File: config.mk
export PLATFORM = sky130hd
export DESIGN_NAME = streaming_substring_line_matcher_top
export DESIGN_NICKNAME = d
export VERILOG_FILES = /design/src/hw/rtl/slm_pkg.sv /design/src/hw/rtl/slm_cfg.sv /design/src/hw/rtl/slm_window.sv /design/src/hw/rtl/slm_track.sv /design/src/hw/rtl/streaming_substring_line_matcher_top.sv
export VERILOG_INCLUDE_DIRS = /design/src /design/src/hw/rtl
export SDC_FILE = /design/constraint.sdc
export NUM_CORES = 1
export LEC_CHECK = 0
export ABC_AREA = 1
export BUFFER_PORTS_ARGS = -buffer_cell sky130_fd_sc_hd__buf_2
export CAP_MARGIN = 10
export CORE_UTILIZATION = 30
export DETAILED_ROUTE_END_ITERATION = 10
export MAX_ROUTING_LAYER = met4
export PLACE_DENSITY = 0.55
export SLEW_MARGIN = 0
export SYNTH_ARGS = -nofsm -noshare
export SYNTH_HDL_FRONTEND = slang
export SYNTH_SLANG_ARGS = --single-unit
File: constraint.sdc
create_clock -name i_clk -period 18.1 [get_ports i_clk]
set_clock_uncertainty 0.1 [all_clocks]
set_input_delay 4.525 -clock i_clk [delete_from_list [all_inputs] [get_ports i_clk]]
set_output_delay 4.525 -clock i_clk [all_outputs]
set_load 0.01 [all_outputs]
File: src/hw/rtl/streaming_substring_line_matcher_top_defines.svh
// Assertion macros shared by the line matcher RTL.
// No dependencies; each macro expects i_clk and i_rst_n in the enclosing scope.
`ifndef STREAMING_SUBSTRING_LINE_MATCHER_TOP_DEFINES_SVH
`define STREAMING_SUBSTRING_LINE_MATCHER_TOP_DEFINES_SVH

// Property that must hold on every clock edge outside reset
`define SLM_ASSERT(lbl, prop, msg) \
    lbl: assert property (@(posedge i_clk) disable iff (!i_rst_n) (prop)) else $error(msg);

// Same-cycle implication
`define SLM_ASSERT_IMPL(lbl, ante, cons, msg) \
    lbl: assert property (@(posedge i_clk) disable iff (!i_rst_n) (ante) |-> (cons)) \
        else $error(msg);

// Next-cycle implication
`define SLM_ASSERT_NEXT(lbl, ante, cons, msg) \
    lbl: assert property (@(posedge i_clk) disable iff (!i_rst_n) (ante) |=> (cons)) \
        else $error(msg);

`endif

File: src/hw/rtl/slm_pkg.sv
// Package for the streaming line matcher: field widths, byte codes,
// register indexes and the result struct. No dependencies.
`timescale 1ns / 1ps

package slm_pkg;

    // Fixed field widths
    localparam int PAT_BYTES   = 16;
    localparam int PAT_LEN_W   = 5;
    localparam int CFG_IDX_W   = 2;
    localparam int CFG_DATA_W  = 64;
    localparam int LINE_W      = 32;
    localparam int COL_OUT_W   = 16;
    localparam int CNT_OUT_W   = 32;
    localparam int OUT_DATA_W  = LINE_W + COL_OUT_W + 2 * CNT_OUT_W;

    localparam logic [LINE_W-1:0] LINE_MAX = '1;

    // Byte codes
    localparam logic [7:0] BYTE_NL     = 8'h0A;
    localparam logic [7:0] BYTE_SPACE  = 8'h20;
    localparam logic [7:0] BYTE_NUL    = 8'h00;
    localparam logic [7:0] BYTE_DEL    = 8'h7F;
    localparam logic [7:0] CTRL_LIMIT  = 8'h20;

    // Configuration register indexes
    localparam logic [CFG_IDX_W-1:0] REG_PAT_LO  = 2'd0;
    localparam logic [CFG_IDX_W-1:0] REG_PAT_HI  = 2'd1;
    localparam logic [CFG_IDX_W-1:0] REG_PAT_LEN = 2'd2;

    // One result item
    typedef struct packed {
        logic                 match_found;
        logic [LINE_W-1:0]    match_line;
        logic [COL_OUT_W-1:0] match_column;
        logic [CNT_OUT_W-1:0] printable_count;
        logic [CNT_OUT_W-1:0] other_count;
    } t_result;

    // Control, space and DEL bytes go to the "other" count
    function automatic logic is_other(input logic [7:0] b);
        return (b < CTRL_LIMIT) || (b == BYTE_DEL) || (b == BYTE_SPACE);
    endfunction

endpackage

File: src/hw/rtl/slm_cfg.sv
// Configuration registers and the pattern aligned to the byte window.
// Depends on slm_pkg.
`timescale 1ns / 1ps

module slm_cfg #(
    parameter int MAX_PATTERN = 16,
    parameter int LEN_W       = 5
) (
    input  logic                           i_clk,
    input  logic                           i_rst_n,
    input  logic                           i_cfg_valid,
    input  logic [slm_pkg::CFG_IDX_W-1:0]  i_cfg_index,
    input  logic [slm_pkg::CFG_DATA_W-1:0] i_cfg_data,
    output logic [LEN_W-1:0]               o_len,
    output logic [MAX_PATTERN*8-1:0]       o_pat_aligned,
    output logic [MAX_PATTERN-1:0]         o_pat_mask
);
    import slm_pkg::*;

    localparam int CMP_W = (LEN_W > PAT_LEN_W) ? LEN_W + 1 : PAT_LEN_W + 1;

    logic [CFG_DATA_W-1:0] r_pat_lo;
    logic [CFG_DATA_W-1:0] r_pat_hi;
    logic [PAT_LEN_W-1:0]  r_len;
    logic [7:0]            w_pat [PAT_BYTES];
    logic [CMP_W-1:0]      w_len_wide;

    // Register writes
    always_ff @(posedge i_clk) begin
        if (!i_rst_n) begin
            r_pat_lo <= '0;
            r_pat_hi <= '0;
            r_len    <= PAT_LEN_W'(1);
        end else if (i_cfg_valid) begin
            case (i_cfg_index)
                REG_PAT_LO:  r_pat_lo <= i_cfg_data;
                REG_PAT_HI:  r_pat_hi <= i_cfg_data;
                REG_PAT_LEN: r_len    <= i_cfg_data[PAT_LEN_W-1:0];
                default: ;
            endcase
        end
    end

    // Pattern as bytes, byte 0 lowest
    always_comb begin
        for (int k = 0; k < PAT_BYTES / 2; k++) begin
            w_pat[k]                 = r_pat_lo[k*8 +: 8];
            w_pat[k + PAT_BYTES / 2] = r_pat_hi[k*8 +: 8];
        end
    end

    // Effective length, clamped to the window depth
    assign w_len_wide = CMP_W'(r_len);
    assign o_len = (w_len_wide > CMP_W'(MAX_PATTERN)) ? LEN_W'(MAX_PATTERN)
                                                       : LEN_W'(r_len);

    // Window slot j (0 = newest byte) must equal pattern byte len-1-j
    always_comb begin
        int idx;
        for (int j = 0; j < MAX_PATTERN; j++) begin
            idx = int'(o_len) - 1 - j;
            o_pat_mask[j] = (j < int'(o_len));
            if (idx >= 0 && idx < PAT_BYTES) begin
                o_pat_aligned[j*8 +: 8] = w_pat[idx[3:0]];
            end else begin
                o_pat_aligned[j*8 +: 8] = BYTE_NUL;
            end
        end
    end

endmodule

File: src/hw/rtl/slm_window.sv
// Shift line of recent text bytes and the parallel compare with the pattern.
// Depends on slm_pkg.
`timescale 1ns / 1ps

module slm_window #(
    parameter int MAX_PATTERN = 16
) (
    input  logic                     i_clk,
    input  logic                     i_fire,
    input  logic [7:0]               i_byte,
    input  logic [MAX_PATTERN*8-1:0] i_pat_aligned,
    input  logic [MAX_PATTERN-1:0]   i_pat_mask,
    output logic                     o_eq
);
    import slm_pkg::*;

    logic [7:0] w_win [MAX_PATTERN];

    // Slot 0 is the byte being processed
    assign w_win[0] = i_byte;

    // Older bytes, shifted once per processed item
    if (MAX_PATTERN > 1) begin : g_hist
        logic [7:0] r_hist [MAX_PATTERN-1];

        always_ff @(posedge i_clk) begin
            if (i_fire) begin
                r_hist[0] <= i_byte;
                for (int k = 1; k < MAX_PATTERN - 1; k++) begin
                    r_hist[k] <= r_hist[k-1];
                end
            end
        end

        for (genvar j = 1; j < MAX_PATTERN; j++) begin : g_tap
            assign w_win[j] = r_hist[j-1];
        end
    end

    // All used slots must agree
    always_comb begin
        o_eq = 1'b1;
        for (int j = 0; j < MAX_PATTERN; j++) begin
            if (i_pat_mask[j] && (i_pat_aligned[j*8 +: 8] != w_win[j])) begin
                o_eq = 1'b0;
            end
        end
    end

endmodule

File: src/hw/rtl/slm_track.sv
// Line, column and byte-count tracking plus the match decision.
// Depends on slm_pkg and the assertion macro header.
`timescale 1ns / 1ps

module slm_track #(
    parameter int COLUMN_BITS = 16,
    parameter int COUNT_BITS  = 32,
    parameter int LEN_W       = 5
) (
    input  logic             i_clk,
    input  logic             i_rst_n,
    input  logic             i_fire,
    input  logic [7:0]       i_byte,
    input  logic [LEN_W-1:0] i_len,
    input  logic             i_win_eq,
    output slm_pkg::t_result o_res
);
    import slm_pkg::*;

    logic [LINE_W-1:0]      r_line;
    logic [COLUMN_BITS-1:0] r_col;
    logic [COLUMN_BITS-1:0] r_next;
    logic                   r_zero;
    logic [COUNT_BITS-1:0]  r_prn;
    logic [COUNT_BITS-1:0]  r_oth;

    logic [COUNT_BITS-1:0]  n_prn;
    logic [COUNT_BITS-1:0]  n_oth;
    logic                   w_other;
    logic                   w_col_ok;
    logic [COLUMN_BITS-1:0] w_col_new;
    logic [COLUMN_BITS-1:0] w_len;
    logic [COLUMN_BITS-1:0] w_start;
    logic [COLUMN_BITS:0]   w_start_p1;
    logic [COLUMN_BITS+COL_OUT_W:0]     w_start_ext;
    logic [COUNT_BITS+CNT_OUT_W-1:0]    w_prn_ext;
    logic [COUNT_BITS+CNT_OUT_W-1:0]    w_oth_ext;
    logic                   w_zero;
    logic                   w_nl;
    logic                   w_hit;
    logic                   w_line_clr;

    // Byte class counts, saturating
    assign w_other = is_other(i_byte);
    assign n_prn = (!w_other && (r_prn != '1)) ? r_prn + 1'b1 : r_prn;
    assign n_oth = ( w_other && (r_oth != '1)) ? r_oth + 1'b1 : r_oth;

    // Column after this byte; a saturated column blocks matches
    assign w_col_ok  = (r_col != '1);
    assign w_col_new = w_col_ok ? r_col + 1'b1 : r_col;
    assign w_len     = COLUMN_BITS'(i_len);
    assign w_start   = w_col_new - w_len;
    assign w_zero    = r_zero || (i_byte == BYTE_NUL);
    assign w_nl      = (i_byte == BYTE_NL);

    // Match ends here: window equal, inside the line, after the last match
    assign w_hit = w_col_ok && !w_zero && (i_len != '0) && (w_col_new >= w_len)
                   && (w_start >= r_next) && i_win_eq;

    // Field formatting
    assign w_start_p1  = {1'b0, w_start} + 1'b1;
    assign w_start_ext = {{COL_OUT_W{1'b0}}, w_start_p1};
    assign w_prn_ext   = {{CNT_OUT_W{1'b0}}, n_prn};
    assign w_oth_ext   = {{CNT_OUT_W{1'b0}}, n_oth};

    always_comb begin
        o_res.match_found     = w_hit;
        o_res.match_line      = r_line;
        o_res.match_column    = w_hit ? w_start_ext[COL_OUT_W-1:0] : '0;
        o_res.printable_count = w_prn_ext[CNT_OUT_W-1:0];
        o_res.other_count     = w_oth_ext[CNT_OUT_W-1:0];
    end

    // State update once per processed item
    always_ff @(posedge i_clk) begin
        if (!i_rst_n) begin
            r_line <= LINE_W'(1);
            r_col  <= '0;
            r_next <= '0;
            r_zero <= 1'b0;
            r_prn  <= '0;
            r_oth  <= '0;
        end else if (i_fire) begin
            r_prn <= n_prn;
            r_oth <= n_oth;
            if (w_nl) begin
                if (r_line != LINE_MAX) begin
                    r_line <= r_line + 1'b1;
                end
                r_col  <= '0;
                r_next <= '0;
                r_zero <= 1'b0;
            end else begin
                r_col  <= w_col_new;
                r_zero <= w_zero;
                if (w_hit) begin
                    r_next <= w_col_new;
                end
            end
        end
    end

    // Line state as it must look right after a newline
    assign w_line_clr = (r_col == '0) && !r_zero && (r_next == '0);

    `include "streaming_substring_line_matcher_top_defines.svh"

    `SLM_ASSERT(a_line_nonzero, r_line != '0, "line number reached zero")
    `SLM_ASSERT(a_next_le_col, r_next <= r_col, "next match start beyond column")
    `SLM_ASSERT_NEXT(a_nl_clears, i_fire && w_nl, w_line_clr, "newline left line state")

endmodule

File: src/hw/rtl/streaming_substring_line_matcher_top.sv
// Top level of the streaming fixed-pattern line matcher.
// Depends on slm_pkg, slm_cfg, slm_window, slm_track and the macro header.
//
//  channel   | direction | handshake            | payload
//  ----------+-----------+----------------------+----------------------------------
//  s_axis    | in        | tvalid / tready      | tdata[7:0] text_byte
//  m_axis    | out       | tvalid / tready      | tuser[0] match_found, tdata fields
//  cfg       | in        | valid / ready        | index[1:0], data[63:0]
//
// One text byte per cycle sustained while m_axis takes results; each byte passes
// the input register, then the result register, before its result is valid.
// The compare and the counter updates sit between those two registers.
// Reset (i_rst_n low, synchronous) restores pattern length 1, line 1 and zero
// counts; no clearing pass is needed.
// When m_axis stalls, the result is held and the input register fills; s_axis
// tready drops only while both are full.
`timescale 1ns / 1ps

module streaming_substring_line_matcher_top #(
    parameter int MAX_PATTERN = 16,
    parameter int COLUMN_BITS = 16,
    parameter int COUNT_BITS  = 32
) (
    input  logic                           i_clk,
    input  logic                           i_rst_n,
    // Text input
    input  logic                           i_s_axis_tvalid,
    output logic                           o_s_axis_tready,
    input  logic [7:0]                     i_s_axis_tdata,  // [7:0] text_byte
    // Results
    output logic                           o_m_axis_tvalid,
    input  logic                           i_m_axis_tready,
    // [31:0] match_line, [47:32] match_column,
    // [79:48] printable_count, [111:80] other_count
    output logic [slm_pkg::OUT_DATA_W-1:0] o_m_axis_tdata,
    output logic [0:0]                     o_m_axis_tuser,  // [0] match_found
    // Configuration writes
    input  logic                           i_cfg_valid,
    output logic                           o_cfg_ready,
    input  logic [slm_pkg::CFG_IDX_W-1:0]  i_cfg_index,
    input  logic [slm_pkg::CFG_DATA_W-1:0] i_cfg_data
);
    import slm_pkg::*;

    localparam int LEN_W = $clog2(MAX_PATTERN + 1);

    logic                     r_in_valid;
    logic [7:0]               r_in_byte;
    logic                     r_out_valid;
    t_result                  r_out_res;
    logic                     w_out_free;
    logic                     w_fire;
    logic [LEN_W-1:0]         w_len;
    logic [MAX_PATTERN*8-1:0] w_pat_aligned;
    logic [MAX_PATTERN-1:0]   w_pat_mask;
    logic                     w_win_eq;
    t_result                  w_res;
    logic                     w_in_stall;
    logic                     w_out_miss;

    // Handshake
    assign w_out_free      = !r_out_valid || i_m_axis_tready;
    assign w_fire          = r_in_valid && w_out_free;
    assign o_s_axis_tready = !r_in_valid || w_out_free;
    assign o_cfg_ready     = 1'b1;

    // Input register
    always_ff @(posedge i_clk) begin
        if (!i_rst_n) begin
            r_in_valid <= 1'b0;
        end else if (o_s_axis_tready) begin
            r_in_valid <= i_s_axis_tvalid;
        end
    end

    always_ff @(posedge i_clk) begin
        if (o_s_axis_tready && i_s_axis_tvalid) begin
            r_in_byte <= i_s_axis_tdata;
        end
    end

    slm_cfg #(
        .MAX_PATTERN (MAX_PATTERN),
        .LEN_W       (LEN_W)
    ) u_cfg (
        .i_clk         (i_clk),
        .i_rst_n       (i_rst_n),
        .i_cfg_valid   (i_cfg_valid && o_cfg_ready),
        .i_cfg_index   (i_cfg_index),
        .i_cfg_data    (i_cfg_data),
        .o_len         (w_len),
        .o_pat_aligned (w_pat_aligned),
        .o_pat_mask    (w_pat_mask)
    );

    slm_window #(
        .MAX_PATTERN (MAX_PATTERN)
    ) u_window (
        .i_clk         (i_clk),
        .i_fire        (w_fire),
        .i_byte        (r_in_byte),
        .i_pat_aligned (w_pat_aligned),
        .i_pat_mask    (w_pat_mask),
        .o_eq          (w_win_eq)
    );

    slm_track #(
        .COLUMN_BITS (COLUMN_BITS),
        .COUNT_BITS  (COUNT_BITS),
        .LEN_W       (LEN_W)
    ) u_track (
        .i_clk    (i_clk),
        .i_rst_n  (i_rst_n),
        .i_fire   (w_fire),
        .i_byte   (r_in_byte),
        .i_len    (w_len),
        .i_win_eq (w_win_eq),
        .o_res    (w_res)
    );

    // Result register
    always_ff @(posedge i_clk) begin
        if (!i_rst_n) begin
            r_out_valid <= 1'b0;
        end else if (w_out_free) begin
            r_out_valid <= r_in_valid;
        end
    end

    always_ff @(posedge i_clk) begin
        if (w_fire) begin
            r_out_res <= w_res;
        end
    end

    assign o_m_axis_tvalid   = r_out_valid;
    assign o_m_axis_tuser[0] = r_out_res.match_found;
    assign o_m_axis_tdata    = {r_out_res.other_count, r_out_res.printable_count,
                                r_out_res.match_column, r_out_res.match_line};

    // Conditions watched by the checks below
    assign w_in_stall = r_in_valid && !w_out_free;
    assign w_out_miss = r_out_valid && !r_out_res.match_found;

    `include "streaming_substring_line_matcher_top_defines.svh"

    `SLM_ASSERT_NEXT(a_fire_gives_result, w_fire, r_out_valid, "processed item left no result")
    `SLM_ASSERT_NEXT(a_in_hold, w_in_stall, r_in_valid && $stable(r_in_byte), "input not held")
    `SLM_ASSERT_IMPL(a_col_zero, w_out_miss, r_out_res.match_column == '0, "stray column")

endmodule

# == Word level (Yosys, flattened, before mapping) ==
# Memory sizes are Yosys's and may differ from the RTL's.
# Cells that the tools add are included.
# word_totals
ff_bits,385
mem_bits_rw,120
word_cells,298
mem_count,1
# memory_table
memory,depth,width,rd,rd_clocked_by_memory_dff,wr,line_no,text
u_window.g_hist.r_hist,15,8,15,0,15,slm_window.sv:24,logic [7:0] r_hist [MAX_PATTERN-1];
# op_classes
add_sub_neg,22
magnitude_cmp,68
n_eq_ne,25
n_mux,90
bitwise_logic,16
n_reduce_logical,59
# ops
operator,n
$bmux 8 s4,16
$ge 32x1->1 const B,16
$lt 32x6->1 const B,16
$mux 8,48
$sub 32x5->32 const B,8
$ne 8x8->1,16
$sub 32x4->32 const B,4
$add 32x1->32 const B,3
$ne 32x32->1 const B,3
$ge 5x5->1 const B,16
$not 4->5,16
$mux 16,4
$mux 32,2
$sub 32x3->32 const B,2
$logic_and 1x1->1,41
$lt 4x5->1 const A,8
$add 16x1->16 const B,2
$sub 32x2->32 const B,1
$lt 3x5->1 const A,4
$mux 1,19
$ge 16x16->1,1
$ge 16x5->1,1
$ne 16x16->1 const B,1
$sub 16x5->16,1
other kinds (19),31

# == Longest topological paths before layout ==
# Gate-level depths: netlist of the first run.
# logic_depth
ltp_word,29
ltp_mapped,37

# == Hierarchy ==
# Synthesis of the first run repeated with hierarchy kept, for this count alone.
# unflattened
cells_unflattened,4575
hier_area_um2,31537.7
# modules_own_cells
module,n_inst,cells_per_inst,area_per_inst_um2,seq_area_each_um2
slm_cfg,1,2439,12758.5,2662.6
slm_track,1,1553,9638.0,2582.5
slm_window,1,447,5401.4,3603.5
streaming_substring_line_matcher_top,1,136,3739.8,3673.5

# == Least setup slack after synthesis of the first run ==
# OpenSTA, ideal clock, no wires.
# synth_path
kind,input-to-reg
from,in i_m_axis_tready
to,reg u_track.r_col[13]
arrival_time_ns,12.110
t_required_ns,17.583
setup_slack_ns,5.473
cell_stages,8
n_path_buf,3
path_cell_list,inv_1 -> nand2_1 -> nand2_1 -> clkbuf_1 -> clkinv_1 -> clkbuf_1 -> clkbuf_1 -> a21oi_1
# synth_via
elab_chain_len,2
# synth_rtl
item,line_no,text
"start, declared",streaming_substring_line_matcher_top.sv:32,"input logic i_m_axis_tready,"
$logic_or 1x1->1,streaming_substring_line_matcher_top.sv:62,assign w_out_free = !r_out_valid || i_m_axis_tready;
$logic_and 1x1->1,streaming_substring_line_matcher_top.sv:63,assign w_fire = r_in_valid && w_out_free;
named net u_track.i_fire,slm_track.sv:12,"input logic i_fire,"
"end signal, assigned",slm_track.sv:94,r_col <= w_col_new;
"end, declared",slm_track.sv:21,logic [COLUMN_BITS-1:0] r_col;
# The timed path passes the listed nets, and every way through them passes these cells.
# A chain may end at the register's enable or synchronous reset.

# == Worst setup path in the final report of the first run ==
# layout_path
from,in i_m_axis_tready
to,out o_s_axis_tready
# layout_via
elab_chain_len,2
# layout_rtl
item,line_no,text
$logic_or 1x1->1,streaming_substring_line_matcher_top.sv:62,
$logic_or 1x1->1,streaming_substring_line_matcher_top.sv:64,assign o_s_axis_tready = !r_in_valid || w_out_free;
"end, declared",streaming_substring_line_matcher_top.sv:28,"output logic o_s_axis_tready,"
# No other way between the ends.

==> metrics.cfg, run 1 <==
[cts]
root_buffer=clkbuf_16
cts_tree=built
cts_sinks=505
cts_made_buffers=58
clock_latency_ps=680
cts_setup_buffers=0
clk_pin_slew_ps=60
ctsResizeCount=0
cts_hold_buf=0
cts_max_level=2
cts_max_path_buffers=3

[timing]
finalSetupViolCount=0
finalCriticalPeriod_ps=9600
hold_viol=0
rsz0062_at_grt=no
finalMaxSlewViolations=0
finalCritPeriodShare_pct=53.0
max_freq_mhz=104
holdWs_ps=332
setup_tns_ps=0
worst_pin_slew_ps=1140
slew_headroom_pct=23.9

[hold_path]
hp-start=u_window.g_hist.r_hist[0][14]
whs_endpoint=u_window.g_hist.r_hist[0][22]
holdPathStages=0
hold_class=flip-flop to flip-flop

[synth]
synth_edf_count=241
yosysSeqAreaShare_pct=38.8
ys_ff_latch=505
syn_nets=4904
ys.flop_type=dfxtp_1
yosys_warnings=0
synth_cells=4714
synthesis.area_um2=32200
async_flop_share_pct=0
ys_types=53
avgSynthCellArea_um2=6.84

[layout]
final_cell_mix=1342 x nand2_1, 723 x nand3_1, 490 x nor2_1
drive_gt1_share_pct=8.10
nFillCells=11347
layout.nets=4979
layout_commonest_cell=nand2_1
stdcell_area_um2=36400
area_delta_synth_final_pct=13.0

[grt]
grt_overflow_total=0
grt_pass1_wl_um=181000
grt_pass1_vias=28977
antenna_found_initial=13
grt_usage_pct=22.5
grt_max_degree=147

[placed_design]
dp_hpwl_um=90100
gp_congestion=1.00
placed_area_um2=34300
io_buffers=193

[detailed_routing]
post-route-drc-count=0
num_vias=31870
drt_iter0_markers=3278
antenna_left=0
first_pass_iters=8
post_drt_wl_per_cell_um=19.5
wirelength_um=121000
avgViaCountPerCell=5.11

[setup_path]
setup.worst_path.start_class=input pin
cp.arrival_ps=4980
setup.worst_path.end_class=output pin
worst_r2r_endpoint=o_m_axis_tdata[43]
crit_buf_inv=3
path_delay_family=buffers and inverters
crit_top_cell=buf_2
reg2reg_setup_slack_ps=10510
rr_startpoint=u_cfg.r_len[0]
cp.required_ps=13480
cp_slowest_stage_delay_ps=170
cp_max_fo=3
r2r_cells=30
critical-path-slowest-cell=buf_2
path_cells=buf_2 -> inv_1 -> nand3_1 -> buf_2
path_class=input pin to output pin

[power]
vdd_drop_max_uv=91.0
p_per_area_nw_per_um2=95.1
p_leak_nw=16.3

[die]
die_h_um=330
die_x_um=330
fp.dieArea_um2=109000
initial_core_util_pct=30.5
boundaryPins=195
core_um2=106000
placementRows=119

[run_status]
status=complete, no violations

[job]
drv_cap=0

## final cells by class
| type | instances | area, µm² | area share (%) |
|---|---|---|---|
| Clock inverter | 30 | 425 | 1.17 |
| Timing Repair Buffer | 226 | 1220 | 3.34 |
| Tap cell | 1391 | 1740 | 4.78 |
| Inverter | 493 | 1860 | 5.11 |
| Multi-Input combinational cell | 3505 | 17000 | 46.6 |
| Antenna cell | 12 | 30.0 | 0.0824 |
| Clock buffer | 79 | 1670 | 4.57 |
| Sequential cell | 505 | 12500 | 34.4 |
## cell usage after synthesis (all sizes together), types with 2 or more instances
library cell	n	area share (%)
xor2	101	2.8
xnor2	13	0.38
o211ai	4	0.093
nor3	67	1.0
a31oi	4	0.078
nand3	726	11
buf	105	1.6
nor3b	7	0.16
nand4	89	1.7
a21oi	161	2.5
inv	489	5.7
nand2	1357	16
nand3b	29	0.68
or2	5	0.097
o21ai	286	4.5
ha	110	4.3
nor4	18	0.35
clkinv	4	0.047
edfxtp	241	22
dfxtp	264	16
nor2	502	6.0
and3	2	0.039
and2	6	0.12
o21a	5	0.12
clkbuf	106	1.2
o41ai	2	0.054
## routing by layer
layer / vias to the layer above / share of wire [%] / global-route usage [%]
met5: - / 0 / -
met4: 0 / 4.0 / 8.17
met3: 233 / 7.6 / 3.78
met2: 1156 / 45 / 35.4
met1: 14843 / 43 / 29.0
li1: 15638 / - / -
## cells by family (layout without fill, tap and decap cells)
logic type	Yosys count	count (layout)	synth area share (%)
other	1	13	0.0116
adders and majority gates	111	111	4.33
DFF	505	505	38.8
and+or+nand+nor	2810	2810	37.5
buffers and inverters	704	828	8.61
AOI/OAI and AO/OA	469	469	7.49
xor gates and xnor gates	114	114	3.19
## report_power, final
| part | internal, mW | switching [mW] | leakage, nW |
|---|---|---|---|
| logic | 0.226 | 0.648 | 10.8 |
| clock network | 0.765 | 0.528 | 1.03 |
| registers | 1.25 | 0.0426 | 4.44 |
| total | 2.25 | 1.22 | 16.3 |
## how the worst max path moves through the flow
stage | startpoint | depth (start not counted) | to
final | i_m_axis_tready | 4 | o_s_axis_tready
after floorplan | i_m_axis_tready | 8 | u_track.r_col[13]
after CTS | i_m_axis_tready | 4 | o_s_axis_tready
after global routing | i_m_axis_tready | 4 | o_s_axis_tready
after detailed placement | i_m_axis_tready | 4 | o_s_axis_tready
after global placement | i_m_axis_tready | 4 | o_s_axis_tready
## state kept, by name (all words and copies together), names as in the netlist, 5 cells and up
name                    count
u_cfg.r_pat_lo             64
u_track.r_col              16
r_in_byte                   8
u_window.g_hist.r_hist    120
u_track.r_oth              32
o_m_axis_tdata            112
u_cfg.r_pat_hi             64
u_cfg.r_len                 5
u_track.r_next             16
u_track.r_prn              32
u_track.r_line             32
## per-stage QoR
step                worst slack [ps]  cells  total power, mW  util [%]
finish                          8500   6241             3.46      34.4
global route                    8470   6236             3.62      34.4
CTS                             8500   6229             3.47      34.4
detailed placement              8510   6120             2.17      32.4
global placement                8500   6120             2.17      32.4
floorplan                       5470   4714             1.85         -
Note: power is estimated with default switching activity, not from simulation.
==> run 2: changes to the inputs <==
==> constraint.sdc (replaced) <==
create_clock -name i_clk -period 9 [get_ports i_clk]
set_clock_uncertainty 0.1 [all_clocks]
set_input_delay 2.25 -clock i_clk [delete_from_list [all_inputs] [get_ports i_clk]]
set_output_delay 2.25 -clock i_clk [all_outputs]
set_load 0.01 [all_outputs]
==> run 2 against run 1 <==
First-iteration DRC count down 7.0%. Final cell count down 0.29%. Count of clock-buffer cells in the layout down 6. Largest cell class unchanged. Sequential share of layout area up 0.15 points. Wire length up 2.8%. Via count down 0.19%.
==> metrics.cfg, run 2 (synthesis gave the netlist of run 1 again) <==
[setup_path]
path_class=flip-flop to flip-flop  ; was input pin to output pin
cp_slowest_stage_delay_ps=830  ; was 170 ps
setup.worst_path.start_class=flip-flop  ; was input pin
rr_startpoint=u_cfg.r_len[4]  ; was u_cfg.r_len[0]
cp.required_ps=9370  ; was 13480 ps
crit_buf_inv=5  ; was 3
cp_max_fo=45  ; was 3
crit_start=u_cfg.r_len[4]  ; was i_m_axis_tready
setup.worst_path.end_class=flip-flop  ; was output pin
critical-path-slowest-cell=nor2_2  ; was buf_2
cp.arrival_ps=7620  ; was 4980 ps
path_delay_family=simple AND/OR/NAND/NOR gates  ; was buffers and inverters

[power]
clockPowerShare_pct=36.2  ; was 37.3%
p_sw_share_pct=35.4  ; was 35.2%
p_comb_share_pct=25.8  ; was 25.2%
p_leak_nw=16.2  ; was 16.3 nW
p_int_mw=4.45  ; was 2.25 mW
p_seq_share_pct=38.0  ; was 37.5%
p_per_area_nw_per_um2=190  ; was 95.1 nW/µm²
power_switching_mw=2.44  ; was 1.22 mW
vdd_drop_max_uv=164  ; was 91.0 µV

[placed_design]
io_buffers=193  ; unchanged
dp_slack_ps=1900  ; was 8510 ps
dp_cells=6118  ; was 6120
gp_congestion=1.04  ; was 1.00
dp_hpwl_um=94900  ; was 90100 µm
placed_area_um2=34300  ; about the same

[cts]
cts_made_buffers=55  ; was 58
clk_pin_slew_ps=70  ; was 60 ps
clock_latency_ps=670  ; was 680 ps
cts_setup_buffers=0  ; unchanged
cts_max_level=2  ; unchanged
cts_max_path_buffers=3  ; unchanged
ctsResizeCount=0  ; unchanged
root_buffer=clkbuf_16  ; unchanged
cts_tree=built  ; unchanged
cts_sinks=505  ; unchanged
cts_hold_buf=0  ; unchanged

[run_status]
status=complete, no violations  ; unchanged

[timing]
setup_tns_ps=0  ; unchanged
finalCritPeriodShare_pct=80.6
rsz0062_at_grt=no  ; unchanged
finalCriticalPeriod_ps=7250
holdWs_ps=340  ; was 332 ps
slew_headroom_pct=24.0  ; was 23.9%
max_freq_mhz=138
hold_viol=0  ; unchanged
finalMaxSlewViolations=0  ; unchanged
worst_slack_ps=1750  ; was 8500 ps
worst_pin_slew_ps=1140  ; about the same
finalSetupViolCount=0  ; unchanged

[grt]
grt_pass1_wl_um=186000  ; was 181000 µm
grt_max_degree=103  ; was 147
grt_usage_pct=23.3  ; was 22.5%
antenna_found_initial=2  ; was 13
grt_pass1_vias=29673  ; was 28977
grt_overflow_total=0  ; unchanged

[die]
initial_core_util_pct=30.5  ; unchanged
core_um2=106000  ; unchanged
boundaryPins=195  ; unchanged
die_x_um=330  ; unchanged
fp.dieArea_um2=109000  ; unchanged
die_h_um=330  ; unchanged
placementRows=119  ; unchanged

[detailed_routing]
drt_iter0_markers=3049  ; was 3278
wl_met3_um=8220  ; was 9260 µm
post-route-drc-count=0  ; unchanged
num_vias=31811  ; was 31870
routed-wl-met2_um=57800  ; was 54800 µm
met1Wirelength_um=52600  ; about the same
avgViaCountPerCell=5.11  ; about the same
wirelength_um=125000  ; was 121000 µm
antenna_left=0  ; unchanged
dr.max_layer_used=met4  ; unchanged
post_drt_wl_per_cell_um=20.1  ; was 19.5 µm
first_pass_iters=6  ; was 8

[layout]
layout_commonest_cell=nand2_1  ; unchanged
layout.nets=4974  ; was 4979
nFillCells=11382  ; was 11347
layout.cells.non_filler=6223  ; was 6241
final_cell_mix=1342 x nand2_1, 723 x nand3_1, 490 x nor2_1  ; unchanged
top_register=u_window.g_hist.r_hist  ; unchanged
stdcell_area_um2=36300  ; was 36400 µm²
area_delta_synth_final_pct=12.5  ; was 13.0%
drive_gt1_share_pct=7.82  ; was 8.10%
largest_register_ffs=120  ; unchanged

[hold_path]
hp-start=u_track.r_line[16]  ; was u_window.g_hist.r_hist[0][14]
hold_class=flip-flop to flip-flop  ; unchanged

[job]
drv_cap=0  ; unchanged

==> run 2: changes by cell type in the layout (fill, tap and decap cells not counted) <==
cell        delta
clkinv_1       +5
clkbuf_8       -1
clkbuf_2       -1
clkbuf_1       +2
clkinv_8       +1
diode_2       -11
clkinv_2       -7
inv_6          +2
clkinvlp_2     +1
inv_16         -1
buf_4          -2
bufinv_16      +2
inv_4          -2
clkbuf_16      -6
==> run 2: per-stage QoR <==
| stage | utilization, % | power [mW] |
|---|---|---|
| floorplan | - | 3.72 |
| global placement | 32.4 | 4.39 |
| detailed placement | 32.4 | 4.39 |
| CTS | 34.3 | 6.90 |
| global route | 34.3 | 7.19 |
| finish | 34.3 | 6.89 |
==> run 2: worst register-to-register path, delay by kind of cell (launching register included) <==
kind	cells	cell delay, ps
AO/OA/AOI/OAI	1	90
flip-flops	1	540
buffers and inverters	5	770
adder cells (fa/ha/maj)	3	710
AND/OR/NAND/NOR	20	4860
==> run 2: layout make-up <==
| type | instances | area (µm²) | area share, % |
|---|---|---|---|
| clock inverter | 31 | 475 | 1.31 |
| tap | 1391 | 1740 | 4.80 |
| clock buffer | 73 | 1500 | 4.15 |
| antenna | 1 | 2.50 | 0.00690 |
| multi-input combinational | 3505 | 17000 | 46.8 |
| sequential | 505 | 12500 | 34.5 |
| timing repair buffer | 224 | 1200 | 3.31 |
| inverter | 493 | 1860 | 5.13 |
==> run 2: power by group through the flow <==
stage          clock (mW)  combinational [mW]  sequential [mW]
2_1_floorplan           0                1.08             2.64
4_1_cts              2.54                1.74             2.62
5_1_grt              2.63                1.93             2.63
3_3_place_gp            0                1.72             2.67
3_5_place_dp            0                1.73             2.66
6_report             2.49                1.78             2.62
==> run 2: path summary, 6_finish.rpt <==
path                                           end  slack (ps)  cells after the start
worst max register to register  o_m_axis_tdata[43]        1750                     29
worst min register to register  o_m_axis_tdata[16]         340                      0
worst min-delay path            o_m_axis_tdata[16]         340                      0
worst max-delay path            o_m_axis_tdata[43]        1750                     29
==> run 2: routing by layer <==
metal  track usage [%]  vias up
met5                 -        -
met3              3.13      284
met2              37.8     1064
met4              10.2        0
li1                  -    15599
met1              28.9    14864
